[src/ipmbfc_pkg.sv]
// shared types and constants for the ipmb frame checker
`timescale 1ns / 1ps

package ipmbfc_pkg;

	localparam int MaxFrameDefault = 64;

	localparam logic [7:0] MIN_FRAME = 8'd6;
	localparam logic [7:0] HDR_BYTES = 8'd3;
	localparam logic [7:0] SEQ_BYTE  = 8'd4;
	localparam logic [7:0] CC_BYTE   = 8'd6;
	localparam logic [7:0] COUNT_MAX = 8'd255;

	localparam logic [2:0] ST_OK    = 3'd0;
	localparam logic [2:0] ST_SHORT = 3'd1;
	localparam logic [2:0] ST_HDR   = 3'd2;
	localparam logic [2:0] ST_DATA  = 3'd3;
	localparam logic [2:0] ST_CC    = 3'd4;
	localparam logic [2:0] ST_SEQ   = 3'd5;
	localparam logic [2:0] ST_LONG  = 3'd6;

	localparam logic REG_EXPECTED_SEQ = 1'b0;

	localparam int OUT_BITS  = 17;
	localparam int OUT_BYTES = (OUT_BITS + 7) / 8;

	typedef struct packed {
		logic [2:0] status;
		logic [7:0] cmpl_code;
		logic [5:0] received_seq;
	} verdict_t;

endpackage

[src/ipmbfc_cfg.sv]
// apb register block holding the expected sequence number
`timescale 1ns / 1ps

module ipmbfc_cfg
	import ipmbfc_pkg::*;
(
	input  logic        clk,
	input  logic        arst_n,
	input  logic        psel,
	input  logic        penable,
	input  logic        pwrite,
	input  logic [2:0]  paddr,
	input  logic [31:0] pwdata,
	output logic [31:0] prdata,
	output logic        pready,
	output logic [5:0]  expected_seq
);

	logic [5:0] expected_seq_q;
	logic       wr_en;

	assign pready = 1'b1;
	assign wr_en  = psel && penable && pwrite && pready && (paddr[2] == REG_EXPECTED_SEQ);

	always_ff @(posedge clk or negedge arst_n) begin
		if (!arst_n) begin
			expected_seq_q <= 6'd0;
		end else if (wr_en) begin
			expected_seq_q <= pwdata[5:0];
		end
	end

	always_comb begin
		if (paddr[2] == REG_EXPECTED_SEQ) begin
			prdata = {26'd0, expected_seq_q};
		end else begin
			prdata = 32'd0;
		end
	end

	assign expected_seq = expected_seq_q;

endmodule

[src/ipmbfc_accum.sv]
// per-frame running state and the verdict logic
`timescale 1ns / 1ps

module ipmbfc_accum
	import ipmbfc_pkg::*;
#(
	parameter int MAX_FRAME = MaxFrameDefault
) (
	input  logic       clk,
	input  logic       arst_n,
	input  logic       proc,
	input  logic [7:0] rx_byte,
	input  logic       last_byte,
	input  logic [5:0] expected_seq,
	output verdict_t   verdict
);

	logic [7:0] byte_count_q;
	logic [7:0] header_sum_q;
	logic [7:0] body_sum_q;
	logic [5:0] seq_field_q;
	logic [7:0] cc_field_q;
	logic       overlength_q;

	logic [7:0] count_n;
	logic [7:0] header_n;
	logic [7:0] body_n;
	logic [5:0] seq_n;
	logic [7:0] cc_n;
	logic       overlength_n;

	always_comb begin
		overlength_n = overlength_q || (byte_count_q >= 8'(MAX_FRAME));
		header_n     = header_sum_q;
		body_n       = body_sum_q;
		if (byte_count_q < HDR_BYTES) begin
			header_n = header_sum_q + rx_byte;
		end else begin
			body_n = body_sum_q + rx_byte;
		end
		seq_n   = (byte_count_q == SEQ_BYTE) ? rx_byte[7:2] : seq_field_q;
		cc_n    = (byte_count_q == CC_BYTE) ? rx_byte : cc_field_q;
		// count saturates, sums keep running
		count_n = (byte_count_q != COUNT_MAX) ? byte_count_q + 8'd1 : byte_count_q;
	end

	always_comb begin
		verdict.cmpl_code    = cc_n;
		verdict.received_seq = seq_n;
		// frame length is index + 1, so short means index below 5
		if (overlength_n) begin
			verdict.status = ST_LONG;
		end else if (byte_count_q < MIN_FRAME - 8'd1) begin
			verdict.status = ST_SHORT;
		end else if (header_n != 8'd0) begin
			verdict.status = ST_HDR;
		end else if (body_n != 8'd0) begin
			verdict.status = ST_DATA;
		end else if (cc_n != 8'd0) begin
			verdict.status = ST_CC;
		end else if (seq_n != expected_seq) begin
			verdict.status = ST_SEQ;
		end else begin
			verdict.status = ST_OK;
		end
	end

	always_ff @(posedge clk or negedge arst_n) begin
		if (!arst_n) begin
			byte_count_q <= 8'd0;
			header_sum_q <= 8'd0;
			body_sum_q   <= 8'd0;
			seq_field_q  <= 6'd0;
			cc_field_q   <= 8'd0;
			overlength_q <= 1'b0;
		end else if (proc) begin
			if (last_byte) begin
				byte_count_q <= 8'd0;
				header_sum_q <= 8'd0;
				body_sum_q   <= 8'd0;
				seq_field_q  <= 6'd0;
				cc_field_q   <= 8'd0;
				overlength_q <= 1'b0;
			end else begin
				byte_count_q <= count_n;
				header_sum_q <= header_n;
				body_sum_q   <= body_n;
				seq_field_q  <= seq_n;
				cc_field_q   <= cc_n;
				overlength_q <= overlength_n;
			end
		end
	end

endmodule

[src/ipmb_frame_checker_top.sv]
// ipmb response frame checker: byte stream in, one verdict item per frame out
// bytes are checked from the input register; each verdict is held in the output register
// throughput: one byte per cycle unless a last byte meets a stalled verdict;
// the input register keeps taking bytes while a verdict waits in the output register;
// only a last byte meeting a stalled verdict holds the input
// reset: asynchronous, clears frame state, expected_seq and both valid flags
`timescale 1ns / 1ps

module ipmb_frame_checker_top
	import ipmbfc_pkg::*;
#(
	parameter int MAX_FRAME = MaxFrameDefault
) (
	input  logic                     clk,
	input  logic                     arst_n,
	input  logic                     s_tvalid,
	output logic                     s_tready,
	input  logic [7:0]               s_tdata,  // [7:0] rx_byte
	input  logic                     s_tlast,  // last_byte
	output logic                     m_tvalid,
	input  logic                     m_tready,
	output logic [OUT_BYTES*8-1:0]   m_tdata,  // [2:0] status, [10:3] cmpl_code,
	                                           // [16:11] received_seq, rest zero
	input  logic                     psel,
	input  logic                     penable,
	input  logic                     pwrite,
	input  logic [2:0]               paddr,
	input  logic [31:0]              pwdata,
	output logic [31:0]              prdata,
	output logic                     pready
);

	logic       valid_s1;
	logic [7:0] rx_byte_s1;
	logic       last_s1;
	logic       m_tvalid_q;
	verdict_t   verdict_q;
	verdict_t   verdict;
	logic [5:0] expected_seq;
	logic       adv;

	ipmbfc_cfg u_cfg (
		.clk          (clk),
		.arst_n       (arst_n),
		.psel         (psel),
		.penable      (penable),
		.pwrite       (pwrite),
		.paddr        (paddr),
		.pwdata       (pwdata),
		.prdata       (prdata),
		.pready       (pready),
		.expected_seq (expected_seq)
	);

	// a non-last byte never needs the output register
	assign adv      = valid_s1 && !(last_s1 && m_tvalid_q && !m_tready);
	assign s_tready = !valid_s1 || adv;

	ipmbfc_accum #(
		.MAX_FRAME (MAX_FRAME)
	) u_accum (
		.clk          (clk),
		.arst_n       (arst_n),
		.proc         (adv),
		.rx_byte      (rx_byte_s1),
		.last_byte    (last_s1),
		.expected_seq (expected_seq),
		.verdict      (verdict)
	);

	always_ff @(posedge clk or negedge arst_n) begin
		if (!arst_n) begin
			valid_s1 <= 1'b0;
		end else if (s_tvalid && s_tready) begin
			valid_s1 <= 1'b1;
		end else if (adv) begin
			valid_s1 <= 1'b0;
		end
	end

	always_ff @(posedge clk) begin
		if (s_tvalid && s_tready) begin
			rx_byte_s1 <= s_tdata;
			last_s1    <= s_tlast;
		end
	end

	always_ff @(posedge clk or negedge arst_n) begin
		if (!arst_n) begin
			m_tvalid_q <= 1'b0;
		end else if (adv && last_s1) begin
			m_tvalid_q <= 1'b1;
		end else if (m_tready) begin
			m_tvalid_q <= 1'b0;
		end
	end

	always_ff @(posedge clk) begin
		if (adv && last_s1) begin
			verdict_q <= verdict;
		end
	end

	assign m_tvalid = m_tvalid_q;
	assign m_tdata  = {{(OUT_BYTES*8-OUT_BITS){1'b0}}, verdict_q.received_seq,
		verdict_q.cmpl_code, verdict_q.status};

	// input only holds for a last byte blocked by a stalled verdict
	a_stall_cause: assert property (@(posedge clk) disable iff (!arst_n)
		!s_tready |-> (valid_s1 && last_s1 && m_tvalid_q && !m_tready))
		else $error("input held without a pending verdict stall");

	// a processed last byte always yields a verdict next cycle
	a_verdict_out: assert property (@(posedge clk) disable iff (!arst_n)
		(adv && last_s1) |=> m_tvalid)
		else $error("verdict lost after last byte");

	// status code 7 is never produced
	a_status_range: assert property (@(posedge clk) disable iff (!arst_n)
		m_tvalid |-> (m_tdata[2:0] != 3'd7))
		else $error("undefined status code");

endmodule

[config.mk]
export PLATFORM = sky130hd
export DESIGN_NAME = ipmb_frame_checker_top
export DESIGN_NICKNAME = d
export VERILOG_FILES = /design/src/ipmbfc_pkg.sv /design/src/ipmbfc_cfg.sv /design/src/ipmbfc_accum.sv /design/src/ipmb_frame_checker_top.sv
export SDC_FILE = /design/constraint.sdc
export NUM_CORES = 1
export LEC_CHECK = 0
export BUFFER_PORTS_ARGS = -buffer_cell sky130_fd_sc_hd__buf_2
export CORE_ASPECT_RATIO = 1.2
export CORE_MARGIN = 2
export CORE_UTILIZATION = 54
export DETAILED_ROUTE_END_ITERATION = 6
export GPL_ROUTABILITY_DRIVEN = 0
export PLACE_DENSITY = 0.91
export SLEW_MARGIN = 10
export SYNTH_ARGS = -nofsm -noshare
export SYNTH_HDL_FRONTEND = slang
export SYNTH_SLANG_ARGS = --single-unit
[constraint.sdc]
create_clock -name clk -period 3.11 [get_ports clk]
set_input_delay 0.311 -clock clk [delete_from_list [all_inputs] [get_ports clk]]
set_output_delay 0.311 -clock clk [all_outputs]
set_load 0.01 [all_outputs]
==> flow_metrics.py <==
metrics = {
    "run_status": {
        "status": "finished, violations left",
        "violations": "DRC",
    },
    "detailed_routing": {
        "ant_nets": 0,
        "drc": 9,
        "first_pass_iters": 7,
        "vias": 3477,
        "viasPerCell": 6.06,
        "wl_per_cell_um": 17.1,
        "drt_iter0_markers": 337,
        "wl_um": 9830,
    },
    "placed_design": {
        "dp.cells": 555,
        "portBuffers": 47,
        "place_area_um2": 4540,
        "dp_slack_ps": 24.5,
        "hpwl_um": 6980,
    },
    "grt": {
        "grt_pass1_wl_um": 15700,
        "grt_max_degree": 48,
        "grt_use_total_pct": 23.2,
        "grt_pass1_vias": 3333,
        "antenna_found_initial": 0,
        "grt_remaining_overflow": 0,
    },
    "floorplan": {
        "dieArea_um2": 8760,
        "die_h_um": 102,
        "io_pins": 110,
        "start_util_pct": 55.9,
        "die_w_um": 85.8,
        "core_area_um2": 7750,
        "rows": 35,
    },
    "critical_path": {
        "worstSetupEndpointType": "flop",
        "path_cells": "ha_2 > fa_1 > xor2_1 > or3_1 > a211o_1 > nor4b_2 > o221ai_2 > o41a_1",
        "critPathMaxFanout": 3,
        "start_kind": "flop",
        "cp_data_arrival_time_ps": 3160,
        "critical-path-slowest-cell": "edfxtp_1",
        "critPathKind": "flop to flop",
        "cp.required_ps": 3220,
        "max_stage_delay_ps": 490,
    },
    "layout": {
        "fillCellCount": 606,
        "diodes": 0,
        "drive_above_1_share_pct": 19.7,
        "final_area_um2": 4750,
        "fin_cells": 574,
        "fin_nets": 548,
        "area.growth.synth_to_final_pct": 9.73,
    },
    "synth": {
        "yosysTopAreaCellShare_pct": 27.2,
        "yosysSeqAreaShare_pct": 45.2,
        "synthFlopType": "dfrtp_1",
        "synth_cells": 423,
        "syn_area_um2": 4330,
        "synth_edf_count": 26,
        "yosys-top-cells-count": "dfrtp_1, nand2_1, buf_4",
        "post_synth_num_cell_types": 68,
        "ys_warn_count": 0,
        "synth_top_area_cell": "dfrtp_1",
        "synth_area_leaders": "dfrtp_1, edfxtp_1, buf_4, ha_1, nand2_1",
        "yosysMostFrequentCell": "dfrtp_1",
        "syn_area_per_cell_um2": 10.2,
        "synth_seq_cells": 73,
        "async_reset_ff_share_pct": 64.4,
    },
    "sta": {
        "relSlewSlack_pct": 27.4,
        "finalHoldViolations": 0,
        "skew_ps": 12.7,
        "final-max-slew-violation-count": 0,
        "rsz0062_at_grt": "false",
        "post-route-period-util_pct": 97.9,
        "clock.fmax_mhz": 328,
        "setup-tns-final_ps": 0,
        "tightestPinTransition_ps": 1090,
        "fin_crit_ps": 3050,
        "finalSetupViolCount": 0,
        "fin_ws_ps": 64.0,
    },
    "cts": {
        "tritoncts": "done",
        "cts_root_buf": "clkbuf_8",
        "clkTransAtPathRegs_ps": 80,
        "clock_latency_ps": 370,
        "numCtsBuffers": 9,
        "cts.path.max_buffers": 2,
        "htreeDepth": 3,
        "cts.sinks": 73,
    },
    "power_and_ir_drop": {
        "p_leak_nw": 2.20,
        "p_switching_mw": 1.47,
        "power_density_nw_per_um2": 767,
        "sw_frac_of_total_pct": 40.3,
        "total_power_mw": 3.65,
        "p_clk_share_pct": 19.5,
        "max-vdd-ir-drop_uv": 438,
        "comb_power_share_pct": 42.8,
        "power.internal_mw": 2.18,
        "pwr-share-seq_pct": 37.8,
    },
    "worst_hold_path": {
        "hold_class": "input port to flop",
    },
    "run": {
        "maxCapViolCount": 0,
    },
}
per-stage QoR:
stage               hold WS [ps]  utilization (%)
floorplan                   15.4                -
global placement             465             58.5
detailed placement           473             58.5
CTS                          113             61.0
global route                 112             61.3
finish                       114             61.3
repair_timing:
action	in CTS	in global routing
gates cloned	0	0
gates resized for setup	0	3
hold endpoints to repair	0	0
setup endpoints to repair	1	1
hold buffers	0	0
buffers inserted	1	2
pin swaps	0	3
worst paths after layout:
check / start / end / slack [ps] / cells past startpoint
max in group asynchronous: arst_n / u_accum.header_sum_q[0] / 2290 / 1
min in group asynchronous: arst_n / u_accum.body_sum_q[0] / 150 / 1
worst min-delay path: s_tdata[4] / rx_byte_s1[4] / 110 / 1
worst max register to register: rx_byte_s1[0] / m_tdata[1] / 60 / 8
worst min register to register: u_accum.seq_field_q[2] / u_accum.seq_field_q[2] / 490 / 2
worst max-delay path: rx_byte_s1[0] / m_tdata[1] / 60 / 8
layout by cell type (no fill, tap or decap), types with 4 or more instances in the layout:
cell	Yosys	layout
buf_2	2	47
dfrtp_1	47	47
nand2_1	45	45
conb_1	2	34
edfxtp_1	26	26
nor2_1	25	25
inv_1	21	21
o21ai_0	21	21
ha_1	18	16
o21ai_1	14	14
clkbuf_8	0	11
nand3_1	10	10
a21oi_1	9	9
xor2_1	9	9
mux2i_1	8	8
buf_4	34	8
xnor2_1	7	7
a22o_1	7	7
o22ai_1	7	7
mux2_1	6	6
nor4_1	6	6
mux2_2	6	6
nand4_1	5	5
nor2b_1	5	5
nor3_1	5	5
nor3b_1	4	4
nand2b_1	4	4
and3_1	4	4
or3_1	4	4
metal layers:
metal / wire length [um] / up-vias / share of wire [%] / global-route usage (%)
li1: - / 1575 / - / -
met3: 841 / 46 / 8.6 / 5.82
met2: 4920 / 203 / 50 / 39.4
met5: 0 / - / 0 / 0
met1: 3660 / 1653 / 37 / 27.9
met4: 411 / 0 / 4.2 / 10.6
worst max-delay path, delay by kind of cell (launching register included):
kind	cells	cell delay (ps)
AO/OA/AOI/OAI	3	830
XOR/XNOR	1	190
adder cells (fa/ha/maj)	2	660
flip-flops	1	490
AND/OR/NAND/NOR	2	610
power groups by stage:
stage	combinational, mW	sequential [mW]	clock, mW
2_1_floorplan	1.20	1.34	0
3_3_place_gp	1.39	1.37	0
3_5_place_dp	1.48	1.39	0
4_1_cts	1.50	1.37	0.708
5_1_grt	1.72	1.40	0.751
6_report	1.56	1.38	0.710
state kept, by name, indices dropped and copies added, names as in the netlist:
name / cells
m_tdata: 17
rx_byte_s1: 8
u_accum.body_sum_q: 8
u_accum.byte_count_q: 8
u_accum.cc_field_q: 8
u_accum.header_sum_q: 8
u_accum.seq_field_q: 6
u_cfg.expected_seq: 6
last_s1: 1
m_tvalid: 1
u_accum.overlength_q: 1
valid_s1: 1
cell type report:
| class | count | area, um^2 | share of cell area, % |
|---|---|---|---|
| inverter | 22 | 82.6 | 1.74 |
| timing repair buffer | 55 | 295 | 6.21 |
| sequential | 73 | 1960 | 41.2 |
| clock buffer | 12 | 155 | 3.26 |
| tap | 92 | 115 | 2.42 |
| multi-input combinational | 316 | 2120 | 44.6 |
| clock inverter | 4 | 27.5 | 0.579 |
logic make-up (layout without fill, tap and decap cells):
logic type                 after synthesis  after routing  synth area share (%)
AOI/OAI and AO/OA                       91             91                  14.5
xor gates and xnor gates                17             17                  3.61
adders and majority gates               20             20                  6.12
buffers and inverters                   66             93                  8.90
DFF                                     73             73                  45.2
muxes                                   20             20                  4.97
other                                    2             34                 0.173
and+or+nand+nor                        134            134                  16.6
(Power assumes the default switching activity.)
